**src/design/assert_macros.svh**
```systemverilog
// assertion macros included by hue_rotate_color_generator
`ifndef ASSERT_MACROS_SVH
`define ASSERT_MACROS_SVH
`ifndef SYNTHESIS
`define ASSERT_IMPLIES(label, clk, rst_n, pre, post) \
	label: assert property (@(posedge clk) disable iff (!rst_n) (pre) |-> (post)) \
		else $error("assertion failed");
`define ASSERT_NEXT(label, clk, rst_n, pre, post) \
	label: assert property (@(posedge clk) disable iff (!rst_n) (pre) |=> (post)) \
		else $error("assertion failed");
`else
`define ASSERT_IMPLIES(label, clk, rst_n, pre, post)
`define ASSERT_NEXT(label, clk, rst_n, pre, post)
`endif
`endif

```
**src/design/hrcg_pkg.sv**
```systemverilog
// ----------------------------------------------------------------------------
// hrcg_pkg
// types and constants of the hue rotate colour generator
// ----------------------------------------------------------------------------
package hrcg_pkg;
	localparam int unsigned CH_BITS = 8;
	localparam int unsigned IN_BITS = 32;
	localparam int unsigned CFG_BITS = 32;

	typedef logic [CH_BITS-1:0] chan_t;

	typedef struct packed {
		chan_t red_out;
		chan_t green_out;
		chan_t blue_out;
	} rgb_t;
endpackage

```
**src/design/hrcg_if.sv**
```systemverilog
// ----------------------------------------------------------------------------
// hrcg_in_if / hrcg_out_if
// valid/ready channels of the colour generator
// ----------------------------------------------------------------------------
interface hrcg_in_if;
	logic        valid;
	logic        ready;
	logic [31:0] iteration_count;
	modport source (output valid, output iteration_count, input ready);
	modport sink (input valid, input iteration_count, output ready);
endinterface

interface hrcg_out_if;
	logic       valid;
	logic       ready;
	logic [7:0] red_out;
	logic [7:0] green_out;
	logic [7:0] blue_out;
	modport source (output valid, output red_out, output green_out, output blue_out,
		input ready);
	modport sink (input valid, input red_out, input green_out, input blue_out,
		output ready);
endinterface

```
**src/design/hrcg_divider.sv**
```systemverilog
// ----------------------------------------------------------------------------
// hrcg_divider
// unsigned restoring divider, one quotient bit per pipeline stage
// ----------------------------------------------------------------------------
module hrcg_divider #(
	parameter int unsigned NUM_BITS = 24,
	parameter int unsigned DEN_BITS = 11,
	parameter int unsigned TAG_BITS = 8
) (
	input  logic                clk,
	input  logic                en,
	input  logic [NUM_BITS-1:0] num,
	input  logic [DEN_BITS-1:0] den,
	input  logic [TAG_BITS-1:0] tag_in,
	output logic [NUM_BITS-1:0] quo,
	output logic [TAG_BITS-1:0] tag_out
);
	logic [DEN_BITS:0]   rem_s [NUM_BITS+1];
	logic [NUM_BITS-1:0] nq_s  [NUM_BITS+1];
	logic [DEN_BITS-1:0] den_s [NUM_BITS+1];
	logic [TAG_BITS-1:0] tag_s [NUM_BITS+1];

	assign rem_s[0] = '0;
	assign nq_s[0]  = num;
	assign den_s[0] = den;
	assign tag_s[0] = tag_in;

	for (genvar i = 0; i < NUM_BITS; i++) begin : g_st
		logic [DEN_BITS+1:0] sh;
		logic [DEN_BITS+1:0] df;
		assign sh = {rem_s[i], nq_s[i][NUM_BITS-1]};
		assign df = sh - {2'b00, den_s[i]};
		always_ff @(posedge clk) begin
			if (en) begin
				if (!df[DEN_BITS+1]) begin
					rem_s[i+1] <= df[DEN_BITS:0];
				end else begin
					rem_s[i+1] <= sh[DEN_BITS:0];
				end
				nq_s[i+1]  <= {nq_s[i][NUM_BITS-2:0], ~df[DEN_BITS+1]};
				den_s[i+1] <= den_s[i];
				tag_s[i+1] <= tag_s[i];
			end
		end
	end

	assign quo     = nq_s[NUM_BITS];
	assign tag_out = tag_s[NUM_BITS];
endmodule

```
**src/design/hue_rotate_color_generator.sv**
```systemverilog
// ----------------------------------------------------------------------------
// hue_rotate_color_generator
// maps an iteration count to one rgb colour by rotating the hue of the
// programmed base colour
// ----------------------------------------------------------------------------
//  channel   dir   payload
//  in_ch     sink  iteration_count
//  out_ch    src   red_out, green_out, blue_out
//  cfg       in    cfg_we, cfg_wdata (base colour word)
//
//  one beat per cycle while the output is not stalled; a beat passes
//  stages 1 and 2, the bit-per-stage hue and saturation dividers, then
//  stages a to d. the whole pipeline advances only when the output register
//  can move, so a stall holds every stage in place
//  arst_n clears valid bits and the base colour
// ----------------------------------------------------------------------------
`include "assert_macros.svh"
module hue_rotate_color_generator
	import hrcg_pkg::*;
#(
	parameter int unsigned COUNT_BITS = 32,
	parameter int unsigned FRAC_BITS  = 16
) (
	input  logic                clk,
	input  logic                arst_n,
	input  logic                cfg_we,
	input  logic [CFG_BITS-1:0] cfg_wdata,
	hrcg_in_if.sink             in_ch,
	hrcg_out_if.source          out_ch
);
	localparam int unsigned F   = FRAC_BITS;
	localparam int unsigned NB  = F + 11;          // dividend bits
	localparam int unsigned LAT = NB;
	localparam int unsigned CB  = (COUNT_BITS < 32) ? COUNT_BITS : 32;

	logic [CFG_BITS-1:0] base_q;
	logic                adv;
	logic [LAT+5:0]      vld_s;

	always_ff @(posedge clk or negedge arst_n) begin
		if (!arst_n) begin
			base_q <= '0;
		end else if (cfg_we) begin
			base_q <= cfg_wdata;
		end
	end

	assign adv         = !vld_s[LAT+5] || out_ch.ready;
	assign in_ch.ready = adv;

	always_ff @(posedge clk or negedge arst_n) begin
		if (!arst_n) begin
			vld_s <= '0;
		end else if (adv) begin
			vld_s <= {vld_s[LAT+4:0], in_ch.valid};
		end
	end

	// stage 1: residue mod 255 folded by bytes, colour min/max
	logic [7:0]  r, g, b, mx, mn;
	logic [9:0]  fold;
	logic [9:0]  fold_s1;
	logic [7:0]  r_s1, g_s1, b_s1, mx_s1, mn_s1;
	logic [63:0] cnt_ext;
	logic [2:0]  jj_s2;

	assign r = base_q[31:24];
	assign g = base_q[23:16];
	assign b = base_q[15:8];
	assign mx = (r >= g) ? ((r >= b) ? r : b) : ((g >= b) ? g : b);
	assign mn = (r <= g) ? ((r <= b) ? r : b) : ((g <= b) ? g : b);
	assign cnt_ext = {{(64-CB){1'b0}}, in_ch.iteration_count[CB-1:0]};
	assign fold = 10'(cnt_ext[7:0]) + 10'(cnt_ext[15:8])
		+ 10'(cnt_ext[23:16]) + 10'(cnt_ext[31:24]);

	always_ff @(posedge clk) begin
		if (adv) begin
			fold_s1 <= fold;
			r_s1 <= r; g_s1 <= g; b_s1 <= b; mx_s1 <= mx; mn_s1 <= mn;
		end
	end

	// stage 2: finish residue, build dividends
	logic [9:0]    f2;
	logic [7:0]    res;
	logic [6:0]    rh;
	logic [3:0]    s3a;
	logic [2:0]    s3b;
	logic [1:0]    m3;
	logic [7:0]    c1;
	logic signed [11:0] num;
	logic [10:0]   nump;
	logic [10:0]   six_c;
	logic [NB-1:0] hnum_s2, snum_s2;
	logic [10:0]   hden_s2;
	logic [7:0]    sden_s2;
	logic          czero_s2, mxzero_s2;

	assign f2  = 10'(fold_s1[7:0]) + 10'(fold_s1[9:8]);
	assign res = (f2 >= 10'd255) ? 8'(f2 - 10'd255) : f2[7:0];
	// mod 6 as twice (res/2 mod 3) plus the low bit; base-4 digits sum mod 3
	assign rh  = res[7:1];
	assign s3a = 4'(rh[1:0]) + 4'(rh[3:2]) + 4'(rh[5:4]) + 4'(rh[6]);
	assign s3b = 3'(s3a[1:0]) + 3'(s3a[3:2]);
	assign m3  = (s3b >= 3'd3) ? 2'(s3b - 3'd3) : s3b[1:0];
	assign c1  = mx_s1 - mn_s1;
	assign six_c = 11'(c1) * 11'd6;
	always_comb begin
		if (mx_s1 == r_s1) begin
			num = $signed({4'b0, g_s1}) - $signed({4'b0, b_s1});
		end else if (mx_s1 == g_s1) begin
			num = $signed({3'b0, c1, 1'b0}) + $signed({4'b0, b_s1}) - $signed({4'b0, r_s1});
		end else begin
			num = $signed({2'b0, c1, 2'b0}) + $signed({4'b0, r_s1}) - $signed({4'b0, g_s1});
		end
		nump = (num < 0) ? 11'(num + $signed({1'b0, six_c})) : 11'(num);
	end

	always_ff @(posedge clk) begin
		if (adv) begin
			hnum_s2   <= NB'(nump) << F;
			snum_s2   <= NB'(c1) << F;
			hden_s2   <= (c1 == 0) ? 11'd1 : six_c;
			sden_s2   <= (mx_s1 == 0) ? 8'd1 : mx_s1;
			czero_s2  <= (c1 == 0);
			mxzero_s2 <= (mx_s1 == 0);
			jj_s2     <= {m3, res[0]};
		end
	end

	logic [NB-1:0] hq, sq;
	logic [4:0]    tg_h;
	logic [4:0]    tg_s;

	hrcg_divider #(.NUM_BITS(NB), .DEN_BITS(11), .TAG_BITS(5)) u_hdiv (
		.clk(clk), .en(adv), .num(hnum_s2), .den(hden_s2),
		.tag_in({czero_s2, mxzero_s2, jj_s2}), .quo(hq), .tag_out(tg_h));
	hrcg_divider #(.NUM_BITS(NB), .DEN_BITS(8), .TAG_BITS(5)) u_sdiv (
		.clk(clk), .en(adv), .num(snum_s2), .den(sden_s2),
		.tag_in(5'd0), .quo(sq), .tag_out(tg_s));

	// stage a: hue shift, saturation floor
	logic [F-1:0] hue, shift, h_s3;
	logic [F:0]   sat, sat_s3;
	assign hue   = tg_h[4] ? '0 : hq[F-1:0];
	assign shift = F'({3'((tg_h[2:0] * 3'd5)), {(F-3){1'b0}}});
	always_comb begin
		sat = tg_h[3] ? '0 : sq[F:0];
		if (sat < (F+1)'(1) << (F-1)) sat = (F+1)'(1) << (F-1);
	end
	always_ff @(posedge clk) begin
		if (adv) begin
			h_s3   <= hue + shift;
			sat_s3 <= sat;
		end
	end

	// stage b: sextant and ramp
	logic [F+2:0] hp;
	logic [F:0]   t, d;
	logic [2:0]   sx_s4;
	logic [F:0]   w_s4, sat_s4;
	assign hp = (F+3)'(h_s3) * (F+3)'(6);
	assign t  = hp[F:0];
	assign d  = t[F] ? (t - ((F+1)'(1) << F)) : (((F+1)'(1) << F) - t);
	always_ff @(posedge clk) begin
		if (adv) begin
			sx_s4  <= hp[F+2:F];
			w_s4   <= ((F+1)'(1) << F) - d;
			sat_s4 <= sat_s3;
		end
	end

	// stage c: x
	logic [2*F+1:0] xp;
	logic [F:0]     x_s5, sat_s5;
	logic [2:0]     sx_s5;
	assign xp = (2*F+2)'(sat_s4) * (2*F+2)'(w_s4);
	always_ff @(posedge clk) begin
		if (adv) begin
			x_s5   <= xp[2*F:F];
			sat_s5 <= sat_s4;
			sx_s5  <= sx_s4;
		end
	end

	// stage d: channel select, scale to bytes
	logic [F:0]   cr, cg, cb, m;
	logic [F+8:0] pr, pg, pb;
	rgb_t         res_q;
	assign m = ((F+1)'(1) << F) - sat_s5;
	always_comb begin
		case (sx_s5)
			3'd0: begin cr = sat_s5; cg = x_s5;   cb = '0;     end
			3'd1: begin cr = x_s5;   cg = sat_s5; cb = '0;     end
			3'd2: begin cr = '0;     cg = sat_s5; cb = x_s5;   end
			3'd3: begin cr = '0;     cg = x_s5;   cb = sat_s5; end
			3'd4: begin cr = x_s5;   cg = '0;     cb = sat_s5; end
			default: begin cr = sat_s5; cg = '0;  cb = x_s5;   end
		endcase
		pr = ((F+9)'(cr + m) << 8) - (F+9)'(cr + m);
		pg = ((F+9)'(cg + m) << 8) - (F+9)'(cg + m);
		pb = ((F+9)'(cb + m) << 8) - (F+9)'(cb + m);
	end
	always_ff @(posedge clk) begin
		if (adv) begin
			res_q.red_out   <= pr[F+7:F];
			res_q.green_out <= pg[F+7:F];
			res_q.blue_out  <= pb[F+7:F];
		end
	end

	assign out_ch.valid     = vld_s[LAT+5];
	assign out_ch.red_out   = res_q.red_out;
	assign out_ch.green_out = res_q.green_out;
	assign out_ch.blue_out  = res_q.blue_out;

	logic unused_tag;
	assign unused_tag = ^tg_s;

	`ASSERT_NEXT(a_stall_hold, clk, arst_n, out_ch.valid && !out_ch.ready,
		out_ch.valid && $stable(res_q))
	`ASSERT_IMPLIES(a_rdy, clk, arst_n, !out_ch.valid, in_ch.ready)
	`ASSERT_NEXT(a_shift, clk, arst_n, adv, vld_s[1] == $past(vld_s[0]))
endmodule
```
**src/flat_wrapper.sv**
```systemverilog
// flat-port wrapper written by rule: the top's interface ports become plain ports
module hue_rotate_color_generator_flat import hrcg_pkg::*;
#(
	parameter int unsigned COUNT_BITS = 32,
	parameter int unsigned FRAC_BITS  = 16
)
  (clk, arst_n, cfg_we, cfg_wdata, in_ch_valid, in_ch_iteration_count, in_ch_ready, out_ch_valid, out_ch_red_out, out_ch_green_out, out_ch_blue_out, out_ch_ready);
  hrcg_in_if in_ch_i ();
  hrcg_out_if out_ch_i ();
  input  logic clk;
  input  logic arst_n;
  input  logic cfg_we;
  input  logic [CFG_BITS-1:0] cfg_wdata;
  input wire logic [$bits(in_ch_i.valid)-1:0] in_ch_valid;
  input wire logic [$bits(in_ch_i.iteration_count)-1:0] in_ch_iteration_count;
  output wire logic [$bits(in_ch_i.ready)-1:0] in_ch_ready;
  output wire logic [$bits(out_ch_i.valid)-1:0] out_ch_valid;
  output wire logic [$bits(out_ch_i.red_out)-1:0] out_ch_red_out;
  output wire logic [$bits(out_ch_i.green_out)-1:0] out_ch_green_out;
  output wire logic [$bits(out_ch_i.blue_out)-1:0] out_ch_blue_out;
  input wire logic [$bits(out_ch_i.ready)-1:0] out_ch_ready;
  assign in_ch_i.valid = in_ch_valid;
  assign in_ch_i.iteration_count = in_ch_iteration_count;
  assign in_ch_ready = in_ch_i.ready;
  assign out_ch_valid = out_ch_i.valid;
  assign out_ch_red_out = out_ch_i.red_out;
  assign out_ch_green_out = out_ch_i.green_out;
  assign out_ch_blue_out = out_ch_i.blue_out;
  assign out_ch_i.ready = out_ch_ready;
  hue_rotate_color_generator #(.COUNT_BITS(COUNT_BITS), .FRAC_BITS(FRAC_BITS)) u_core (.clk(clk), .arst_n(arst_n), .cfg_we(cfg_we), .cfg_wdata(cfg_wdata), .in_ch(in_ch_i), .out_ch(out_ch_i));
endmodule
```
**config.mk**
```make
export PLATFORM = sky130hd
export DESIGN_NAME = hue_rotate_color_generator_flat
export DESIGN_NICKNAME = d
export VERILOG_FILES = /design/src/design/hrcg_pkg.sv /design/src/design/hrcg_if.sv /design/src/design/hrcg_divider.sv /design/src/design/hue_rotate_color_generator.sv /design/src/flat_wrapper.sv
export VERILOG_INCLUDE_DIRS = /design/src /design/src/design
export SDC_FILE = /design/constraint.sdc
export NUM_CORES = 2
export LEC_CHECK = 0
export BUFFER_PORTS_ARGS = -buffer_cell sky130_fd_sc_hd__buf_2
export CORE_MARGIN = 4
export CORE_UTILIZATION = 30
export CTS_BUF_LIST = sky130_fd_sc_hd__clkbuf_8
export DETAILED_ROUTE_END_ITERATION = 7
export PLACE_DENSITY = 0.46
export SLEW_MARGIN = 30
export SYNTH_ARGS = -nofsm -noshare
export SYNTH_HDL_FRONTEND = slang
export SYNTH_HIERARCHICAL = 1
export SYNTH_SLANG_ARGS = --single-unit
```
**constraint.sdc**
```tcl
create_clock -name clk -period 154.4 [get_ports clk]
set_clock_uncertainty 0.2 [all_clocks]
set_input_delay 23.16 -clock clk [delete_from_list [all_inputs] [get_ports clk]]
set_output_delay 23.16 -clock clk [all_outputs]
set_load 0.01 [all_outputs]
```
==> impl_results.md <==
- Status: complete, no violations
- Setup TNS: 0 ns
- Initial antenna violation count: 4
- Maximum buffer depth of the clock tree: 4
- Hold buffer count at cts: 0
- RSZ-0062 raised after global routing: no
- Via Count: 71,759
- Area grow syn2layout: 12.1%
- TritonCTS buffer count: 424
- First-pass GRT wire length: 385 mm
- CP endpoint kind: output port
- GP Congestion: 0.823
- Drt wl/cell: 15.1 microns
- Slew Limit Fails: 0
- Die area: 0.427 sq mm
- FP Rows: 236
- Setup crit start kind: primary input
- Worst skew pair latency: 1.04 ns
- Worst Setup EP: in_ch_ready
- WL final: 234 mm
- WP data arrival: 24.19 ns
- Vias per std cell: 4.62
- Hold WS: 0.177 ns
- Worst R2R Start: u_core/sat_s4[10]$_DFFE_PP_
- Slew @ Worst Pin: 1.09 ns
- Initial Utilization: 0.302
- Core box area: 0.414 sq mm
- Post-CTS Setup Bufs: 0
- Worst min-delay path class: reg -> reg
- CTS clk-pin slew, worst paths: 0.06 ns
- Die Height: 653 microns
- Post-DRT Antenna Nets: 0
- Post-cts resize count: 0
- Tcrit/Tclk final: 0.308
- Initial DRC count: 3,500
- Final net count: 10,907
- GRT Overall Usage: 0.108
- Final non-filler cell total: 15,536
- Leading cell type in the layout, fill and taps excluded: edfxtp_1
- Grt total ovfl: 0
- Worst-path maximum fanout: 58
- Post-Place Cells: 14,776
- Post-layout util: 0.338
- # DRC: 0
- Layout cells sized above 1: 0.0961
- Crit path kind: in -> out
- Port Buffers: 86
- Minimum clock period: 47.55 ns
- Filler cells: 40,352
- Most frequent cells in the layout: 2,388 x edfxtp_1, 1,176 x inv_1, 806 x ha_1
- Post-DP HPWL: 163 mm
- Endpoints failing setup: 0
- Warnings, synthesis: 6
- Vias in the first global route: 76,066
- DIE WIDTH: 653 microns
- Fmax: 0.0210 GHz
- WP data required: 131.04 ns
- RR Endpoint: u_core/x_s5[14]$_DFFE_PP_
- I/O pin count: 95
- Total of max-cap violations: 0
- CP Launch Point: out_ch_ready
- Synth Instances: 9,276
- CTS sink cnt: 2,445
- Worst R2R Path Depth: 22
- Slew HR: 0.275
- R2R Setup Slk: 146.56 ns
- Final Hold Fails: 0
- H-tree levels: 5
- CTS tree: yes
- DR pass1 iterations: 6
- Synthesized area per cell: 13.5 sq um
- Pin count of the biggest net entering global routing: 181
- Root Buffer: clkbuf_8
- Mapped Area: 0.125 sq mm
==> worst min path at each step <==
stage | start | endpoint | cells after the start
2_1_floorplan | u_core/sat_s3[0]$_SDFFCE_PP0P_ | u_core/sat_s4[0]$_DFFE_PP_ | 0
3_3_place_gp | u_core/u_hdiv/tag_s[130]$_DFFE_PP_ | u_core/u_hdiv/tag_s[125]$_DFFE_PP_ | 0
3_5_place_dp | u_core/u_hdiv/nq_s[214]$_DFFE_PP_ | u_core/u_hdiv/g_st[21].sh[0]$_DFFE_PP_ | 0
4_1_cts | u_core/u_sdiv/nq_s[455]$_DFFE_PP_ | u_core/u_sdiv/nq_s[429]$_DFFE_PP_ | 0
5_1_grt | u_core/u_hdiv/tag_s[52]$_DFFE_PP_ | u_core/u_hdiv/tag_s[47]$_DFFE_PP_ | 0
6_report | u_core/u_hdiv/nq_s[325]$_DFFE_PP_ | u_core/u_hdiv/nq_s[299]$_DFFE_PP_ | 0
==> per-layer routing <==
metal / part of all wire / routed length (microns) / GRT usage / vias to the layer above
met5: 0.00013 / 31 / 0 / -
met4: 0.037 / 8620 / 0.0446 / 4
met3: 0.037 / 8650 / 0.0174 / 601
met2: 0.51 / 119000 / 0.196 / 1256
met1: 0.42 / 98100 / 0.125 / 34927
li1: - / - / - / 34971
==> through the flow <==
| stage | setup slack (ns) | area [sq um] |
|---|---|---|
| after floorplan | 43.19 | 125000 |
| after global placement | 106.76 | 132000 |
| after detailed placement | 106.74 | 132000 |
| after CTS | 106.75 | 140000 |
| after global routing | 106.72 | 140000 |
| final | 106.85 | 140000 |
==> sequential cells by signal, summed over array words and instances (netlist names), 24 cells and up <==
| signal | flops |
|---|---|
| u_core/u_hdiv/tag_s | 130 |
| u_core/u_hdiv/den_s | 286 |
| u_core/u_hdiv/g_st.sh | 338 |
| u_core/u_sdiv/g_st.sh | 260 |
| u_core/u_sdiv/nq_s | 461 |
| u_core/base_q | 24 |
| u_core/u_hdiv/nq_s | 445 |
| u_core/vld_s | 33 |
| u_core/u_sdiv/den_s | 208 |
==> critical path, cell delays in order <==
cell	delay, ns
buf_2	0.08
nand2b_4	0.64
buf_2	0.27
==> area by class of cell <==
type / count / area, sq um / share of cell area
Sequential cell: 2445 / 73100 / 0.523
Multi-Input combinational cell: 5661 / 47100 / 0.337
Timing Repair Buffer: 155 / 1140 / 0.00813
Inverter: 1044 / 3920 / 0.0280
Clock buffer: 435 / 5990 / 0.0428
Tap cell: 5474 / 6850 / 0.0489
Clock inverter: 319 / 1780 / 0.0127
Antenna cell: 3 / 7.51 / 0.0000536
Power is not shown: default switching activity piles up to over one toggle a cycle in this logic, so the estimate is an artifact.
